[src/design/wpst_pkg.sv]
// ----------------------------------------------------------------------------
// Waypoint pair sweep tracer package
// Shared types, codes and sizes for the tracer and its sub-blocks.
// ----------------------------------------------------------------------------
package wpst_pkg;

  localparam int unsigned TableDepth = 64;
  localparam int unsigned IndexBits  = 6;
  localparam int unsigned CoordBits  = 32;
  localparam int unsigned StepBits   = 31;
  localparam int unsigned SumBits    = 66;
  localparam int unsigned RootBits   = 34;
  localparam int unsigned ProdBits   = 64;
  localparam int unsigned RemBits    = 36;
  localparam int unsigned QuotBits   = 32;

  localparam logic [6:0] MaxCount  = 7'd64;
  localparam logic [5:0] RootSteps = 6'd34;
  localparam logic [5:0] QuotSteps = 6'd32;

  typedef enum logic [1:0] {
    MODE_LOAD    = 2'd0,
    MODE_RESTART = 2'd1,
    MODE_TICK    = 2'd2,
    MODE_NONE    = 2'd3
  } mode_t;

  typedef enum logic [1:0] {
    REG_POINT_COUNT = 2'd0,
    REG_STEP_X      = 2'd1,
    REG_STEP_Y      = 2'd2,
    REG_STEP_Z      = 2'd3
  } reg_index_t;

  typedef struct packed {
    logic signed [CoordBits-1:0] x;
    logic signed [CoordBits-1:0] y;
    logic signed [CoordBits-1:0] z;
  } point_t;

  typedef struct packed {
    logic start;
    logic is_root;
  } unit_op_t;

endpackage

[src/design/wpst_root_div.sv]
// ----------------------------------------------------------------------------
// Shared shift-subtract unit
// Computes an integer square root two bits a step, or a quotient one bit a
// step, with the same compare and subtract.
// ----------------------------------------------------------------------------
module wpst_root_div (
  input  logic                           clk,
  input  logic                           rst,
  input  wpst_pkg::unit_op_t             op,
  input  logic [wpst_pkg::SumBits-1:0]   radicand,
  input  logic [wpst_pkg::ProdBits-1:0]  dividend,
  input  logic [wpst_pkg::RootBits-1:0]  divisor,
  output logic                           done,
  output logic [wpst_pkg::RootBits-1:0]  result
);
  import wpst_pkg::*;

  logic [RemBits-1:0]  rem;
  logic [RootBits-1:0] acc;
  logic [67:0]         src;
  logic [5:0]          count;
  logic                active;
  logic                root_mode;
  logic [RemBits+1:0]  rem_sh;
  logic [RemBits+1:0]  trial;
  logic [RemBits+1:0]  diff;
  logic                fits;

  always_comb begin
    if (root_mode) begin
      rem_sh = {rem, src[67:66]};
      trial  = {2'b00, acc, 2'b01};
    end else begin
      rem_sh = {1'b0, rem, src[67]};
      trial  = {4'b0000, divisor};
    end
    fits = (rem_sh >= trial);
    diff = rem_sh - trial;
  end

  always_ff @(posedge clk) begin
    if (rst) begin
      active <= 1'b0;
      done   <= 1'b0;
    end else begin
      done <= 1'b0;
      if (op.start) begin
        active    <= 1'b1;
        root_mode <= op.is_root;
        acc       <= '0;
        if (op.is_root) begin
          count <= RootSteps;
          rem   <= '0;
          src   <= {2'b00, radicand};
        end else begin
          count <= QuotSteps;
          rem   <= {4'b0000, dividend[63:32]};
          src   <= {dividend[31:0], 36'd0};
        end
      end else if (active) begin
        rem   <= fits ? diff[RemBits-1:0] : rem_sh[RemBits-1:0];
        acc   <= {acc[RootBits-2:0], fits};
        src   <= root_mode ? {src[65:0], 2'b00} : {src[66:0], 1'b0};
        count <= count - 6'd1;
        if (count == 6'd1) begin
          active <= 1'b0;
          done   <= 1'b1;
        end
      end
    end
  end

  assign result = acc;

endmodule
[config.mk]
export PLATFORM = sky130hd
export DESIGN_NAME = wpst_root_div
export DESIGN_NICKNAME = d
export VERILOG_FILES = /design/src/design/wpst_pkg.sv /design/src/design/wpst_root_div.sv
export SDC_FILE = /design/constraint.sdc
export NUM_CORES = 1
export LEC_CHECK = 0
export BUFFER_PORTS_ARGS = -buffer_cell sky130_fd_sc_hd__buf_2
export CORE_ASPECT_RATIO = 1.75
export CORE_UTILIZATION = 40
export DETAILED_ROUTE_END_ITERATION = 10
export SYNTH_ARGS = -nofsm -noshare
export SYNTH_HDL_FRONTEND = slang
export SYNTH_SLANG_ARGS = --single-unit
[constraint.sdc]
create_clock -name clk -period 9 [get_ports clk]
set_clock_uncertainty 0.1 [all_clocks]
set_input_delay 1.35 -clock clk [delete_from_list [all_inputs] [get_ports clk]]
set_output_delay 1.35 -clock clk [all_outputs]
set_load 0.1 [all_outputs]
==> impl.org, run 1 <==
** Global route
- The number of antenna violations at the first check in global routing is 4.
- Pin count of the biggest net entering global routing :: 110
- Final global-route overflow total :: 0
- Global-route wire length before repair :: 41,300 um
- Across every metal layer, demand over resource in global routing totals 0.211.
- The number of global-route vias before repair is 8,201.

** Logic synthesis
- After synthesis, the mean cell area works out to 10.3 um2.
- Number of synthesized flops with an enable pin :: 145
- In the synthesized netlist the async set-or-reset flop fraction comes to 0.
- Count leader, synth :: edfxtp_1
- Most frequent cells after synthesis :: edfxtp_1, mux2i_1, nand2_1
- Of the post-synthesis cell area, the dominant cell type holds 0.439.
- Synthesis instantiated 62 different standard cells from the library.
- Top post-synthesis cells by area :: edfxtp_1, mux2i_1, ha_1, nor2b_1, a21oi_1
- The synthesized netlist occupies a cell area of 9910 um2.
- In the synthesized netlist, the number of instances is 958.
- For this run, the number of Yosys warnings is 0.
- The most used flip-flop cell after synthesis is edfxtp_1.
- After synthesis the netlist holds a flip-flop and latch count of 147.
- The number of nets handed over by synthesis was 1,165.
- Leading area contributor after synthesis :: edfxtp_1
- Of the synthesized area, sequential elements account for 0.443.

** Clock network
- Counting along the longest clock path gives a buffer depth of 2.
- The H-tree was split into 4 levels.
- Library cell used as clock root buffer :: clkbuf_16
- TritonCTS built the clock tree.
- Clock latency reported for the late side of the worst-skew pair :: 0.44 ns
- Clock tree synthesis found a total of 147 sinks.
- Hold repair after CTS inserted 0 buffers.
- Buffers added to address setup during post-CTS repair amount to 0.
- Post-cts repair resize count :: 0
- Inserted Clock Buffers :: 17
- Post-CTS clock slew at the launch and capture registers of the worst setup and hold paths :: 0.06 ns

** Placement
- Placed Cells incl. Taps :: 1,424
- Summed over all nets, the half-perimeter wirelength after detailed placement is 18,600 um.
- At the end of routability-driven placement, the weighted congestion stood at 0.866.
- Once placement finished, the instance area stood at 11,200 um2.
- The count of buffers added on input and output ports is 202.
- At the placement stage, the worst setup path has a slack of 3.71 ns.

** Detailed routing
- Average vias per placed instance :: 5.47
- The first routing iteration left 407 violations.
- In the final routed layout, each cell accounts on average for 17.9 um.
- Drt pass-1 iters :: 4
- Total wire length :: 26,100 um
- DRC violation count after routing :: 0
- Count of nets left with antenna violations after detail routing :: 0
- Via count :: 7,963

** Setup path
- Most common cell type on the critical path :: buf_4
- Beginning of the critical path :: root_mode
- Broken down by cell family, the worst path's largest delay share belongs to compound AO/OA/AOI/OAI gates.
- Req. time, crit path :: 9.09 ns
- The critical path goes through buf_4 > buf_4 > mux2i_1 > ha_1 > inv_1 > fa_1 > a21oi_1 > o211ai_1 > a2111oi_2 > o31a_1 > o211ai_2 > o22ai_2 > a21oi_4 > buf_4 > nand2_1 > inv_1 > a221o_1.
- By startpoint and endpoint, the worst setup path is classified as flop to flop.
- STA classifies the critical path endpoint as a flop.
- STA classifies the critical path startpoint as a flop.
- The worst register-to-register path has a setup slack of 3.73 ns.
- End of the critical path :: rem[25]
- Worst EP arrival :: 5.36 ns
- Worst reg2reg endpoint :: rem[25]
- CP Depth :: 17
- The slowest stage of the critical path is the buf_4 cell.
- Worst reg-to-reg path cell count :: 17
- Of all nets on the critical path, the largest fanout is 42.
- Counting both buffers and inverters, the worst setup path holds a total of 5.
- Reg-to-Reg Start :: root_mode
- On the worst path, the slowest cell contributes a delay of 0.57 ns.

** STA
- Final setup fails :: 0
- Final Max Tran Viols :: 0
- Setup TNS Final :: 0 ns
- Count of endpoints failing hold in the final timing report :: 0
- Fmax :: 0.190 GHz
- In this run the tightest slew margin relative to its limit is 0.246.
- Setup repair after global routing missed its margin :: no
- Across all setup checks in the final design, the least slack found is 3.73 ns.
- Actual slew at the worst max-slew pin :: 1.13 ns
- Fraction of the cycle the final worst path needs :: 0.586
- Counting I/O delays and the setup requirement, the final critical path takes 5.27 ns.

** Power
- Power Total :: 2.38 mW
- Standby leakage power :: 4.91 nW
- Power spread over the standard cell area amounts to 203 nW/um2.
- IR analysis of the VDD net gives a maximum drop of 145 uV.

** Final layout
- At the end of the flow, the number of nets in the layout was 1,342.
- Summing all non-filler instances in the final layout gives an area of 11,700 um2.
- Area growth from synthesis to layout :: 18.4%
- After filler insertion, the fill cell instance count of the layout stands at 2,309.
- Non-filler instance count after layout :: 1,457
- Fraction of layout cells with a size suffix above 1 :: 0.247

** Floorplan
- Chip Height :: 210 um
- The die covers 25,400 um2.
- The floorplan has 75 rows.
- Starting density of the core :: 0.411
- Floorplan Core Area :: 24,100 um2
- In this run the horizontal extent of the chip is 121 um.
- Pin placement for this block handled 203 I/O pins.

** Flow run
- Number of maximum-capacitance violations :: 0

** Min path
- Worst min-delay path class :: flop to flop

** Outcome
- Outcome :: completed
## sequential cells by signal, summed over array words and instances (netlist names)
name	flops
active	1
root_mode	1
rem	36
result	34
done	1
count	6
src	68
## worst min path at each step
stage	depth (start not counted)	slack, ns	startpoint	end
after CTS	1	0.43	active	done
after global routing	1	0.44	active	done
after detailed placement	1	0.42	active	done
after floorplan	1	0.36	active	done
after global placement	1	0.42	active	done
final	1	0.42	active	done
## cells by family after synthesis
logic type | after synthesis | share of synthesized area
xor+xnor | 32 | 0.0283
fa+ha+maj | 39 | 0.0500
mux | 161 | 0.167
compound gates | 247 | 0.155
simple gates | 258 | 0.127
buf+inv | 74 | 0.0304
flops | 147 | 0.443
## cell usage in the layout, fill, tap and decap left out, drive strengths merged, types with 8 or more instances in the layout
cell	n
edfxtp	145
clkbuf	22
clkinv	8
o21bai	8
ha	38
nor2	42
nand2	100
a211oi	35
buf	212
xor2	14
a21oi	77
nor2b	66
mux2	32
o21a	8
nand3	11
o21ai	78
xnor2	18
mux2i	129
inv	20
## per-stage QoR
stage | hold WS (ns) | util
floorplan | 0.360 | -
global placement | 0.416 | 0.463
detailed placement | 0.418 | 0.463
CTS | 0.431 | 0.486
global route | 0.439 | 0.486
finish | 0.416 | 0.486
## final cells by class
class / instances / area, um2 / area share
multi-input combinational: 737 / 5230 / 0.445
sequential: 147 / 4390 / 0.375
antenna: 1 / 2.50 / 0.000213
clock inverter: 10 / 83.8 / 0.00715
tap: 308 / 385 / 0.0329
timing repair buffer: 212 / 1090 / 0.0928
clock buffer: 22 / 474 / 0.0404
inverter: 20 / 75.1 / 0.00640
## power by group
| part | internal [mW] | total (mW) | switching, mW |
|---|---|---|---|
| clock network | 0.399 | 0.698 | 0.298 |
| logic | 0.324 | 0.806 | 0.482 |
| registers | 0.841 | 0.876 | 0.0355 |
## layer usage
layer / part of all wire / wire length (um) / track usage
met1: 0.38 / 9980 / 0.224
met2: 0.54 / 14000 / 0.388
met3: 0.047 / 1230 / 0.0465
met4: 0.032 / 841 / 0.102
met5: 0.0011 / 30 / 0
Note: power is estimated with default switching activity, not from simulation.
==> run 2, diff against run 1 <==
- clock period: 9 -> 5.2 ns (I/O delays scaled with it)
==> impl.org, run 2 (synthesized netlist as in run 1, its figures left out) <==
** Detailed routing
- The mean number of vias per cell came to 5.42 (-0.79%).
- Count of nets left with antenna violations after detail routing :: 0 (unchanged)
- Number of DRC markers in iteration 0 :: 308 (-24%)
- The total via count after detailed routing came to 7,927 (-0.45%).
- The routed length per instance was 17.9 um (about the same).
- Drt pass-1 iters :: 5 (+1)
- Total wire length :: 26,200 um (+0.30%)
- DRC violation count after routing :: 0 (unchanged)

** Final layout
- Multi-input gate area :: 5230 um2 (unchanged)
- The library cell used most frequently in the layout, excluding fill and tap cells, is buf_2.
- Most used cells in the layout excluding fill and tap cells :: buf_2, edfxtp_1, mux2i_1, nand2_1, a21oi_1
- The number of flip-flops under the largest register name came to 68 (unchanged).
- Relative to the synthesized area, the layout overhead comes to 19.7%.
- The total of fill cells in the finished design is 2,308 (-0.043%).
- More flip-flops sit in one register than any other, and that register is src.
- The ratio of cells with drive above 1 in the final layout is 0.251 (+0.00326).
- The area used by sequential logic in the layout came to 4390 um2 (unchanged).
- Layout Nets :: 1,347 (+0.37%)

** Clock network
- TritonCTS clock tree :: built
- The clock sink count is 147 (unchanged).
- Post-CTS clock slew at the launch and capture registers of the worst setup and hold paths :: 0.06 ns (about the same)
- The latest clock arrival within the worst-skew pair was 0.43 ns (about the same).
- Number of buffers between clock root and the deepest sink :: 2 (unchanged)
- The hold buffer count at CTS was 0 (unchanged).
- The number of setup buffers added after CTS is 0 (unchanged).
- H-Tree Depth :: 4 (unchanged)
- Library cell used as clock root buffer :: clkbuf_16
- The post-cts sizing count is 0 (unchanged).
- Inserted Clock Buffers :: 17 (unchanged)

** Global route
- Overall fraction of global-route tracks in use :: 0.211 (-0.000373)
- The wire length of the first global-routing pass is 41,100 um (-0.42%).
- Met1 track demand over resource in global routing :: 0.224 (-0.000446)
- met2 is the most crowded layer.
- Number of antenna violations at the first check in global routing :: 5 (+1)
- Pin count of the biggest net entering global routing :: 114 (+3.6%)
- The met2 track demand over resource came to 0.398 (+0.00985).
- The total grt overflow came to 0 (unchanged).
- Fraction of met3 tracks used by global routing :: 0.0457 (-0.000812)
- Vias in the first global route :: 8,289 (+1.1%)

** STA
- Count of endpoints failing hold in the final timing report :: 0 (unchanged)
- Final worst-path setup slack :: 0.760 ns (-2.97 ns)
- Fraction of the cycle the final worst path needs :: 0.854 (+0.268)
- Final Max Tran Viols :: 0 (unchanged)
- The final setup violation count came to 0 (unchanged).
- Slew Limit Headroom :: 0.336 (+0.0897)
- Setup repair after global routing missed its margin :: no
- The highest attainable clock frequency was 0.225 GHz (+19%).
- The shortest period the worst path allows is 4.44 ns (-0.834 ns).
- The final-layout worst hold slack came to 0.404 ns (-0.0125 ns).
- The actual transition at the worst max-transition pin came to 0.996 ns (-0.135 ns).
- Setup TNS Final :: 0 ns (unchanged)

** Power
- The power density relative to cell area is 362 nW/um2 (+78%).
- Combinational share of power :: 0.329 (-0.010)
- The part of the power in registers is 0.353 (-0.015).
- Standby leakage power :: 4.97 nW (+1.2%)
- Net switching power :: 1.42 mW (+74%)
- Part of the power in the clock network :: 0.318 (+0.025)
- The peak supply drop was 210 uV (+45%).
- Internal portion of total power :: 2.88 mW (+84%)
- Switching power share of the total :: 0.330 (-0.0125)

** Setup path
- The data required time at the worst endpoint came to 5.24 ns (-3.85 ns).
- Kind of end point of the critical path :: flop
- The worst setup path is launched from a flop.
- Tracing the worst setup path back leads to its startpoint at root_mode.
- Type of the worst setup path :: flop to flop
- Reg2reg setup slack :: 0.76 ns (-2.97 ns)
- Reg-to-Reg Start :: root_mode
- The data arrival time of the worst path was 4.48 ns (-0.88 ns).
- Largest driver fanout on the critical path :: 28 (-33%)

** Placement
- Pre-CTS setup slack :: 0.780 ns (-2.93 ns)
- Total of buffers placed on input and output ports :: 202 (unchanged)
- Gpl congestion :: 0.880 (+1.6%)
- The detailed placer's ending HPWL is 19,000 um (+2.2%).

** Floorplan
- The die area came to 25,400 um2 (unchanged).
- Chip Height :: 210 um (unchanged)
- The starting density of the core was 0.411 (unchanged).
- Floorplan Core Area :: 24,100 um2 (unchanged)
- Count of pins on the block boundary :: 203 (unchanged)
- The die span in x was 121 um (unchanged).
- Number of rows in the core area :: 75 (unchanged)

** Min path
- The tightest min-delay check is of the flop to flop type.
- Critical hold path startpoint :: active

** Outcome
- Outcome :: completed

** Flow run
- The max-cap violation count was 0 (unchanged).
[run 2: changes by cell type in the layout (fill, tap and decap cells not counted), sizes merged]
cell / before / now
inv: 20 / 22
clkinv: 8 / 5
clkbuf: 22 / 19
bufinv: 1 / 5
buf: 212 / 217
[run 2: cell type report]
type / instances / share of cell area
multi-input cells: 737 / 0.441
flip-flops and latches: 147 / 0.371
repair buffers: 217 / 0.0960
clock buffers: 19 / 0.0365
well taps: 308 / 0.0325
clock inverters: 13 / 0.0174
inverters: 20 / 0.00633
diodes: 1 / 0.000211
[run 2: power groups by stage]
| stage | combinational [mW] | clock, mW | sequential [mW] |
|---|---|---|---|
| detailed placement | 1.41 | 0 | 1.54 |
| global placement | 1.40 | 0 | 1.54 |
| finish | 1.41 | 1.37 | 1.51 |
| global route | 1.56 | 1.43 | 1.53 |
| floorplan | 0.983 | 0 | 1.63 |
| CTS | 1.42 | 1.40 | 1.52 |
[run 2: critical path, cell delays in order, from the launching register on]
cell and delay, ns:
edfxtp_1 0.46, buf_4 0.37, mux2_2 0.39, ha_1 0.42, and4_1 0.26, nand3_1 0.13
or4b_1 0.53, o31a_1 0.27, o211ai_2 0.13, o22ai_2 0.17, a21oi_4 0.16, buf_4 0.41
mux2i_1 0.24, o21ai_1 0.08
[run 2: per-stage QoR]
stage	area [um2]	instances	power [mW]	util
after global routing	11900	1461	4.51	0.492
after CTS	11900	1461	4.33	0.492
after floorplan	9920	958	2.61	-
final	11900	1462	4.29	0.492
after detailed placement	11200	1429	2.95	0.465
after global placement	11200	1429	2.94	0.465
[run 2: routing by layer]
layer | up-vias | part of all wire | routed length, um
li1 | 3932 | - | -
met1 | 3768 | 0.38 | 9920
met2 | 174 | 0.56 | 14500
met3 | 45 | 0.039 | 1030
met4 | 8 | 0.025 | 665
met5 | - | 0.0018 | 46
[run 2: worst paths after layout]
check	to	cells past startpoint
max	rem[19]	13
min	done	1
max reg2reg	rem[19]	13
min reg2reg	done	1
